===== src/hdl/assert_macros.svh =====
// Assertion helpers shared by the RTL. Both forms take a label, a clock, an
// active-low reset, an antecedent and a consequent.
`ifndef ASSERT_MACROS_SVH
`define ASSERT_MACROS_SVH

`ifndef SYNTH

`define ASSERT_IMPLIES(lbl, clk, rstn, ante, cons) \
	lbl: assert property (@(posedge clk) disable iff (!rstn) (ante) |-> (cons)) \
		else $error("same-cycle implication failed");

`define ASSERT_NEXT(lbl, clk, rstn, ante, cons) \
	lbl: assert property (@(posedge clk) disable iff (!rstn) (ante) |=> (cons)) \
		else $error("next-cycle implication failed");

`else

`define ASSERT_IMPLIES(lbl, clk, rstn, ante, cons)

`define ASSERT_NEXT(lbl, clk, rstn, ante, cons)

`endif

`endif


===== src/hdl/rsaeps_pkg.sv =====
`timescale 1ns / 1ps
`default_nettype none

package rsaeps_pkg;

	localparam int PHI_W          = 32;
	localparam int RANK_W         = 16;
	localparam int WORD_WIDTH_DEF = 32;
	localparam int DIV_CNT_W      = 5;

	typedef enum logic [10:0] {
		ST_IDLE  = 11'b000_0000_0001,
		ST_CAND  = 11'b000_0000_0010,
		ST_GDIV  = 11'b000_0000_0100,
		ST_GNEXT = 11'b000_0000_1000,
		ST_EINIT = 11'b000_0001_0000,
		ST_MDIV  = 11'b000_0010_0000,
		ST_EMOD  = 11'b000_0100_0000,
		ST_EDIV  = 11'b000_1000_0000,
		ST_EMUL  = 11'b001_0000_0000,
		ST_EADD  = 11'b010_0000_0000,
		ST_FIN   = 11'b100_0000_0000
	} state_t;

endpackage

`default_nettype wire


===== src/hdl/rsa_exponent_pair_search.sv =====
// ST_IDLE takes the item; each candidate runs ST_CAND, then ST_GDIV and ST_GNEXT once per
// Euclid step of its gcd test; the inverse runs ST_EINIT, ST_MDIV and ST_EMOD for the modulo,
// then ST_EDIV, ST_EMUL and ST_EADD per extended Euclid step (ST_EINIT goes to ST_FIN for a
// totient of one); held while an earlier result waits, ST_FIN loads the output register.
// Items wait for ST_FIN to pass on the result; all division runs on a single restoring divider.
// Reset: arst_n clears the sequencer and the result valid flag; no result is pending after it.
`timescale 1ns / 1ps
`default_nettype none

`include "assert_macros.svh"

module rsa_exponent_pair_search #(
	parameter int WORD_WIDTH = rsaeps_pkg::WORD_WIDTH_DEF
) (
	input  wire logic                          clk,
	input  wire logic                          arst_n,
	input  wire logic                          item_valid,
	output logic                               item_ready,
	input  wire logic [rsaeps_pkg::PHI_W-1:0]  totient,
	input  wire logic [rsaeps_pkg::RANK_W-1:0] rank,
	output logic                               result_valid,
	input  wire logic                          result_ready,
	output logic [rsaeps_pkg::PHI_W-1:0]       public_exponent,
	output logic [rsaeps_pkg::PHI_W-1:0]       private_exponent,
	output logic                               overflow
);

	localparam int PW     = rsaeps_pkg::PHI_W;
	localparam int RW     = rsaeps_pkg::RANK_W;
	localparam int CAND_W = (WORD_WIDTH < PW ? WORD_WIDTH : PW) + 1;

	rsaeps_pkg::state_t state_q, state_nxt;

	logic [PW-1:0]                      phi_q;
	logic [RW-1:0]                      rank_q;
	logic [RW-1:0]                      count_q;
	logic [CAND_W-1:0]                  cand_q;
	logic [PW-1:0]                      dvd_q;
	logic [PW-1:0]                      dsr_q;
	logic [PW-1:0]                      rem_q;
	logic [rsaeps_pkg::DIV_CNT_W-1:0]   bitc_q;
	logic [PW-1:0]                      u0_q;
	logic [PW-1:0]                      u1_q;
	logic                               par_q;
	logic [PW-1:0]                      prod_q;
	logic [PW-1:0]                      res_e_q;
	logic [PW-1:0]                      res_d_q;
	logic                               res_ov_q;
	logic                               result_valid_q;
	logic [PW-1:0]                      public_exponent_q;
	logic [PW-1:0]                      private_exponent_q;
	logic                               overflow_q;

	logic            take_item;
	logic            out_free;
	logic [PW-1:0]   cand32;
	logic            cand_ovf;
	logic            cand_wrap;
	logic [RW:0]     count_inc;
	logic            rank_hit;
	logic            coprime;
	logic            rem_zero;
	logic            div_last;
	logic [PW:0]     div_sh;
	logic            div_ge;
	logic [PW:0]     div_sub;
	logic [2*PW-1:0] mul_full;
	logic [PW-1:0]   u_next;

	assign item_ready = (state_q == rsaeps_pkg::ST_IDLE);
	assign take_item  = item_valid & item_ready;
	assign out_free   = !result_valid_q | result_ready;

	assign cand32    = PW'(cand_q[CAND_W-2:0]);
	assign cand_ovf  = cand_q[CAND_W-1];
	assign cand_wrap = 64'(cand_q) >= 64'(phi_q);
	assign count_inc = {1'b0, count_q} + (RW+1)'(1);
	assign rank_hit  = count_inc >= {1'b0, rank_q};
	assign coprime   = (dsr_q == PW'(1));
	assign rem_zero  = (rem_q == '0);
	assign div_last  = (bitc_q == '1);

	assign div_sh   = {rem_q, dvd_q[PW-1]};
	assign div_ge   = div_sh >= {1'b0, dsr_q};
	assign div_sub  = div_sh - {1'b0, dsr_q};
	assign mul_full = dvd_q * u1_q;
	assign u_next   = u0_q + prod_q;

	always_comb begin
		state_nxt = state_q;
		case (state_q)
			rsaeps_pkg::ST_IDLE: begin
				if (take_item) begin
					if (rank == '0 || totient == '0) begin
						state_nxt = rsaeps_pkg::ST_FIN;
					end else begin
						state_nxt = rsaeps_pkg::ST_CAND;
					end
				end
			end
			rsaeps_pkg::ST_CAND: begin
				state_nxt = cand_ovf ? rsaeps_pkg::ST_FIN : rsaeps_pkg::ST_GDIV;
			end
			rsaeps_pkg::ST_GDIV: begin
				if (div_last) begin
					state_nxt = rsaeps_pkg::ST_GNEXT;
				end
			end
			rsaeps_pkg::ST_GNEXT: begin
				if (!rem_zero) begin
					state_nxt = rsaeps_pkg::ST_GDIV;
				end else if (coprime && rank_hit) begin
					state_nxt = rsaeps_pkg::ST_EINIT;
				end else begin
					state_nxt = rsaeps_pkg::ST_CAND;
				end
			end
			rsaeps_pkg::ST_EINIT: begin
				state_nxt = (phi_q == PW'(1)) ? rsaeps_pkg::ST_FIN : rsaeps_pkg::ST_MDIV;
			end
			rsaeps_pkg::ST_MDIV: begin
				if (div_last) begin
					state_nxt = rsaeps_pkg::ST_EMOD;
				end
			end
			rsaeps_pkg::ST_EMOD: begin
				state_nxt = rsaeps_pkg::ST_EDIV;
			end
			rsaeps_pkg::ST_EDIV: begin
				if (div_last) begin
					state_nxt = rsaeps_pkg::ST_EMUL;
				end
			end
			rsaeps_pkg::ST_EMUL: begin
				state_nxt = rsaeps_pkg::ST_EADD;
			end
			rsaeps_pkg::ST_EADD: begin
				state_nxt = rem_zero ? rsaeps_pkg::ST_FIN : rsaeps_pkg::ST_EDIV;
			end
			rsaeps_pkg::ST_FIN: begin
				if (out_free) begin
					state_nxt = rsaeps_pkg::ST_IDLE;
				end
			end
			default: begin
				state_nxt = rsaeps_pkg::ST_IDLE;
			end
		endcase
	end

	always_ff @(posedge clk or negedge arst_n) begin
		if (!arst_n) begin
			state_q        <= rsaeps_pkg::ST_IDLE;
			result_valid_q <= 1'b0;
		end else begin
			state_q <= state_nxt;
			if (state_q == rsaeps_pkg::ST_FIN && out_free) begin
				result_valid_q <= 1'b1;
			end else if (result_ready) begin
				result_valid_q <= 1'b0;
			end
		end
	end

	// The divider shifts one quotient bit into dvd_q per cycle; rem_q keeps the remainder.
	always_ff @(posedge clk) begin
		case (state_q)
			rsaeps_pkg::ST_IDLE: begin
				if (take_item) begin
					phi_q   <= totient;
					rank_q  <= rank;
					count_q <= '0;
					cand_q  <= CAND_W'(2);
					if (rank == '0) begin
						res_e_q  <= PW'(1);
						res_d_q  <= PW'(1);
						res_ov_q <= 1'b0;
					end else begin
						res_e_q  <= '0;
						res_d_q  <= '0;
						res_ov_q <= 1'b1;
					end
				end
			end
			rsaeps_pkg::ST_CAND: begin
				res_e_q  <= '0;
				res_d_q  <= '0;
				res_ov_q <= 1'b1;
				dvd_q    <= phi_q;
				dsr_q    <= cand32;
				rem_q    <= '0;
				bitc_q   <= '0;
			end
			rsaeps_pkg::ST_GDIV, rsaeps_pkg::ST_MDIV, rsaeps_pkg::ST_EDIV: begin
				rem_q  <= div_ge ? div_sub[PW-1:0] : div_sh[PW-1:0];
				dvd_q  <= {dvd_q[PW-2:0], div_ge};
				bitc_q <= bitc_q + rsaeps_pkg::DIV_CNT_W'(1);
			end
			rsaeps_pkg::ST_GNEXT: begin
				if (!rem_zero) begin
					dvd_q  <= dsr_q;
					dsr_q  <= rem_q;
					rem_q  <= '0;
					bitc_q <= '0;
				end else if (coprime) begin
					count_q <= count_inc[RW-1:0];
					if (!rank_hit) begin
						cand_q <= cand_q + CAND_W'(1);
					end
				end else if (cand_wrap) begin
					cand_q <= CAND_W'(3);
				end else begin
					cand_q <= cand_q + CAND_W'(1);
				end
			end
			rsaeps_pkg::ST_EINIT: begin
				res_e_q  <= cand32;
				res_d_q  <= PW'(1);
				res_ov_q <= 1'b0;
				dvd_q    <= cand32;
				dsr_q    <= phi_q;
				rem_q    <= '0;
				bitc_q   <= '0;
			end
			rsaeps_pkg::ST_EMOD: begin
				dvd_q  <= phi_q;
				dsr_q  <= rem_q;
				rem_q  <= '0;
				bitc_q <= '0;
				u0_q   <= '0;
				u1_q   <= PW'(1);
				par_q  <= 1'b0;
			end
			rsaeps_pkg::ST_EMUL: begin
				prod_q <= mul_full[PW-1:0];
			end
			rsaeps_pkg::ST_EADD: begin
				u0_q  <= u1_q;
				u1_q  <= u_next;
				par_q <= !par_q;
				if (rem_zero) begin
					// An even step count leaves the Bezout coefficient negative.
					res_d_q <= par_q ? (phi_q - u1_q) : u1_q;
				end else begin
					dvd_q  <= dsr_q;
					dsr_q  <= rem_q;
					rem_q  <= '0;
					bitc_q <= '0;
				end
			end
			rsaeps_pkg::ST_FIN: begin
				if (out_free) begin
					public_exponent_q  <= res_e_q;
					private_exponent_q <= res_d_q;
					overflow_q         <= res_ov_q;
				end
			end
			default: begin
			end
		endcase
	end

	assign result_valid     = result_valid_q;
	assign public_exponent  = public_exponent_q;
	assign private_exponent = private_exponent_q;
	assign overflow         = overflow_q;

	`ASSERT_IMPLIES(a_ovf_zero, clk, arst_n, result_valid && overflow, public_exponent == '0 && private_exponent == '0)
	`ASSERT_IMPLIES(a_e_nonzero, clk, arst_n, result_valid && !overflow, public_exponent != '0)
	`ASSERT_IMPLIES(a_count_below_rank, clk, arst_n, state_q == rsaeps_pkg::ST_CAND, count_q < rank_q)
	`ASSERT_NEXT(a_busy_after_take, clk, arst_n, take_item, !item_ready)

endmodule

`default_nettype wire


===== config.mk =====
export PLATFORM = sky130hd
export DESIGN_NAME = rsa_exponent_pair_search
export DESIGN_NICKNAME = d
export VERILOG_FILES = /design/src/hdl/rsaeps_pkg.sv /design/src/hdl/rsa_exponent_pair_search.sv
export VERILOG_INCLUDE_DIRS = /design/src /design/src/hdl
export SDC_FILE = /design/constraint.sdc
export NUM_CORES = 2
export LEC_CHECK = 0
export BUFFER_PORTS_ARGS = -buffer_cell sky130_fd_sc_hd__clkbuf_2
export CORE_MARGIN = 2
export CORE_UTILIZATION = 45
export CTS_CLUSTER_DIAMETER = 120
export DETAILED_ROUTE_END_ITERATION = 8
export PLACE_DENSITY_LB_ADDON = 0.15
export SYNTH_ARGS = -nofsm -noshare
export SYNTH_HDL_FRONTEND = slang
export SYNTH_SLANG_ARGS = --single-unit

===== constraint.sdc =====
create_clock -name clk -period 16.2 [get_ports clk]
set_input_delay 1.62 -clock clk [delete_from_list [all_inputs] [get_ports clk]]
set_output_delay 1.62 -clock clk [all_outputs]
set_load 0.02 [all_outputs]

==> metrics.cfg <==
[status]
outcome = finished, final reports clean

[detailed_routing]
initialDrtViolationCount = 2096
detail_route.drc_violations = 0
drt_pass_1_iters = 7
dr_total_vias = 27561
wl_per_cell_um = 22.5
drt-total-wl_um = 113000
antenna_violating_nets_post_route = 0
drt-vias-per-instance = 5.47

[critical_path]
critical_path.max_stage_delay_ns = 0.97
critical_path_arrival_ns = 8.51
critical-path-slowest-cell = sky130_fd_sc_hd__edfxtp_1
worst_path_most_repeated_cell = sky130_fd_sc_hd__fa_1
critical_path.startpoint_type = flop
worst_ep_required_time_ns = 16.55
reg2reg_depth = 25
setup.worst_path.class = reg2reg
type_of_destination_of_the_critical_path = flop
worst-path-max-fanout = 21

[place]
final_weighted_congestion_in_routability_driven_placement = 0.906
place_worst_setup_slack_ns = 8.06
detailed_place_hpwl_um = 86600
placement.io_buffers = 118

[floorplan]
design.core.area_sq_um = 85400
chipHeight_um = 298
die_area_sq_um = 88900
floorplan.initialDensity_pct = 45.6
floorplan.rows = 107
design.portCount = 119
fp.dieW_um = 298

[sta]
timing.final.crit_share_pct = 50.3
setup_tns_ns = 0
clock.fmax_ghz = 0.123
final_worst_path_setup_slack_ns = 8.04
tightestPinTransition_ns = 1.36
setup-violations-final = 0
final_hold_vio_count = 0
finalClockSkew_ns = 0.0511
rsz0062_at_grt = false
time_the_worst_path_needs_with_i_o_delays_and_setup_ns = 8.16
slew_violations = 0
max_slew_margin_pct = 9.07

[clock_network]
cts.root.buffer_cell = sky130_fd_sc_hd__clkbuf_16
clock_sinks = 437
post_cts.repair.setup_buffers = 0
htree_num_levels = 2
cts_inserted_buffers = 52
clock_pin_slew_reported_for_the_worst_setup_and_hold_paths_after_clock_tree_synthesis_ns = 0.07
post_cts_hold_buffer_count = 0
clk-insertion-delay-late_ns = 0.64
ctsLongestPathBuffers = 3
cts_tree = yes
post_cts.resized_instances = 0

[global_route]
grt_overflow_total = 0
grt_first_pass_wirelength_um = 173000
antenna_found_initial = 2
first_global_vias = 27852
largest_net_degree_at_the_start_of_global_routing = 89
globalRouteTotalUtil_pct = 25.8

[min_path]
timing.hold.worst.class = reg2reg
hold_path_depth = 0

[synth]
synth_enable_flop_cells = 425
netlist_top_cells_count = sky130_fd_sc_hd__inv_1 (518), sky130_fd_sc_hd__edfxtp_1 (425), sky130_fd_sc_hd__fa_1 (411)
dominantRegCellSynth = sky130_fd_sc_hd__edfxtp_1
synth_area_leader_cell = sky130_fd_sc_hd__edfxtp_1
post-synth-top-area-fraction_pct = 32.8
postSynthAreaPerCell_sq_um = 10.3
ys_types = 82
synth-seq-cells = 437
post_synthesis_instance_area_sq_um = 38900
synth_sequential_area_ratio_pct = 33.5
asr_flop_ratio_synth_pct = 2.75
synthCells = 3771
most_frequent_cell_after_synthesis = sky130_fd_sc_hd__inv_1
synth.net_count = 4503
synth.area.top_cells = sky130_fd_sc_hd__edfxtp_1 (33%), sky130_fd_sc_hd__fa_1 (21%), sky130_fd_sc_hd__ha_1 (8.6%)
number_of_warnings_reported_in_the_yosys_synthesis_log = 0

[run]
max_cap_violations = 0

[final_layout]
area.growth.synth_to_final_pct = 8.99
drive_above_1_share_pct = 7.58
final_net_count = 4580

[worst max-delay path, delay by kind of cell (launching register included)]
| kind | cells | cell delay, ns |
|---|---|---|
| simple gates | 2 | 0.34 |
| xor+xnor | 1 | 0.07 |
| buf+inv | 4 | 0.20 |
| flops | 1 | 0.97 |
| fa+ha+maj | 9 | 4.20 |
| compound gates | 9 | 2.10 |
[state kept, by name (all words and copies together) (netlist names), 16 cells and up]
name              cells
cand_q               33
dsr_q                32
dvd_q                32
phi_q                32
private_exponent     32
prod_q               32
public_exponent      32
rem_q                32
res_d_q              32
res_e_q              32
u0_q                 32
u1_q                 32
count_q              16
rank_q               16
[path summary, 6_finish.rpt]
path	endpoint	slack (ns)	from
worst max-delay path	prod_q[30]	8.04	dvd_q[12]
max in group asynchronous	state_q[0]	15.04	arst_n
min in group asynchronous	result_valid	0.87	arst_n
worst max register to register	prod_q[30]	8.04	dvd_q[12]
worst min-delay path	public_exponent[13]	0.41	res_e_q[13]
worst min register to register	public_exponent[13]	0.41	res_e_q[13]
[per-stage QoR]
stage / cell area (sq um) / util [%] / hold slack, ns / instances
floorplan: 38900 / - / 0.400 / 3771
finish: 42400 / 49.7 / 0.408 / 5035
global route: 42400 / 49.7 / 0.421 / 5034
detailed placement: 40900 / 47.8 / 0.405 / 4938
global placement: 40900 / 47.8 / 0.404 / 4938
CTS: 42400 / 49.7 / 0.413 / 5034
[per-layer routing]
metal  global-route usage [%]  vias to the layer above  routed length (um)
met5                        0                        -                   0
met2                     42.6                      858               54100
met4                     8.21                        0                3660
met1                     35.3                    13897               49000
met3                     3.33                      164                6760
li1                         -                    12642                   -
[cell families after synthesis]
group / Yosys count / share of synthesized area, %
buffers and inverters: 671 / 6.64
muxes: 41 / 1.06
xor gates and xnor gates: 212 / 4.77
adders and majority gates: 680 / 29.8
and+or+nand+nor: 1264 / 16.2
AOI/OAI and AO/OA: 466 / 8.05
DFF: 437 / 33.5
[final cells by class]
| class | instances | area, sq um |
|---|---|---|
| Antenna cell | 1 | 2.50 |
| Clock buffer | 65 | 1380 |
| Clock inverter | 31 | 215 |
| Fill cell | 8013 | 43000 |
| Inverter | 518 | 1940 |
| Multi-Input combinational cell | 2663 | 23400 |
| Sequential cell | 437 | 13100 |
| Tap cell | 1144 | 1430 |
| Timing Repair Buffer | 176 | 1030 |
[layout by cell type (no fill, tap or decap), types with 8 or more instances in the layout]
cell type                     n
sky130_fd_sc_hd__inv_1      517
sky130_fd_sc_hd__edfxtp_1   425
sky130_fd_sc_hd__fa_1       411
sky130_fd_sc_hd__nand2_1    384
sky130_fd_sc_hd__and2_1     352
sky130_fd_sc_hd__ha_1       269
sky130_fd_sc_hd__nor2_1     258
sky130_fd_sc_hd__a21oi_1    131
sky130_fd_sc_hd__xnor2_1    127
sky130_fd_sc_hd__clkbuf_2   118
sky130_fd_sc_hd__xor2_1      85
sky130_fd_sc_hd__buf_4       58
sky130_fd_sc_hd__o21ai_0     56
sky130_fd_sc_hd__clkbuf_16   52
sky130_fd_sc_hd__a21o_1      45
sky130_fd_sc_hd__nand3_1     40
sky130_fd_sc_hd__nor2b_1     40
sky130_fd_sc_hd__mux2i_1     40
sky130_fd_sc_hd__nor4_1      37
sky130_fd_sc_hd__nand4_1     36
sky130_fd_sc_hd__a221oi_1    36
sky130_fd_sc_hd__a22oi_1     34
sky130_fd_sc_hd__o21a_1      32
sky130_fd_sc_hd__nand2b_1    24
sky130_fd_sc_hd__a211oi_1    18
sky130_fd_sc_hd__and3_1      17
sky130_fd_sc_hd__a31oi_1     14
sky130_fd_sc_hd__nor3_1      14
sky130_fd_sc_hd__clkinv_1    13
sky130_fd_sc_hd__o21ai_1     12
sky130_fd_sc_hd__o21bai_1    12
sky130_fd_sc_hd__dfrtp_1     11
sky130_fd_sc_hd__o31ai_1     10
sky130_fd_sc_hd__clkbuf_1    10
sky130_fd_sc_hd__or2_2        8
sky130_fd_sc_hd__clkinv_2     8
Power is not shown: default switching activity piles up to over one toggle a cycle in this logic, so the estimate is an artifact.
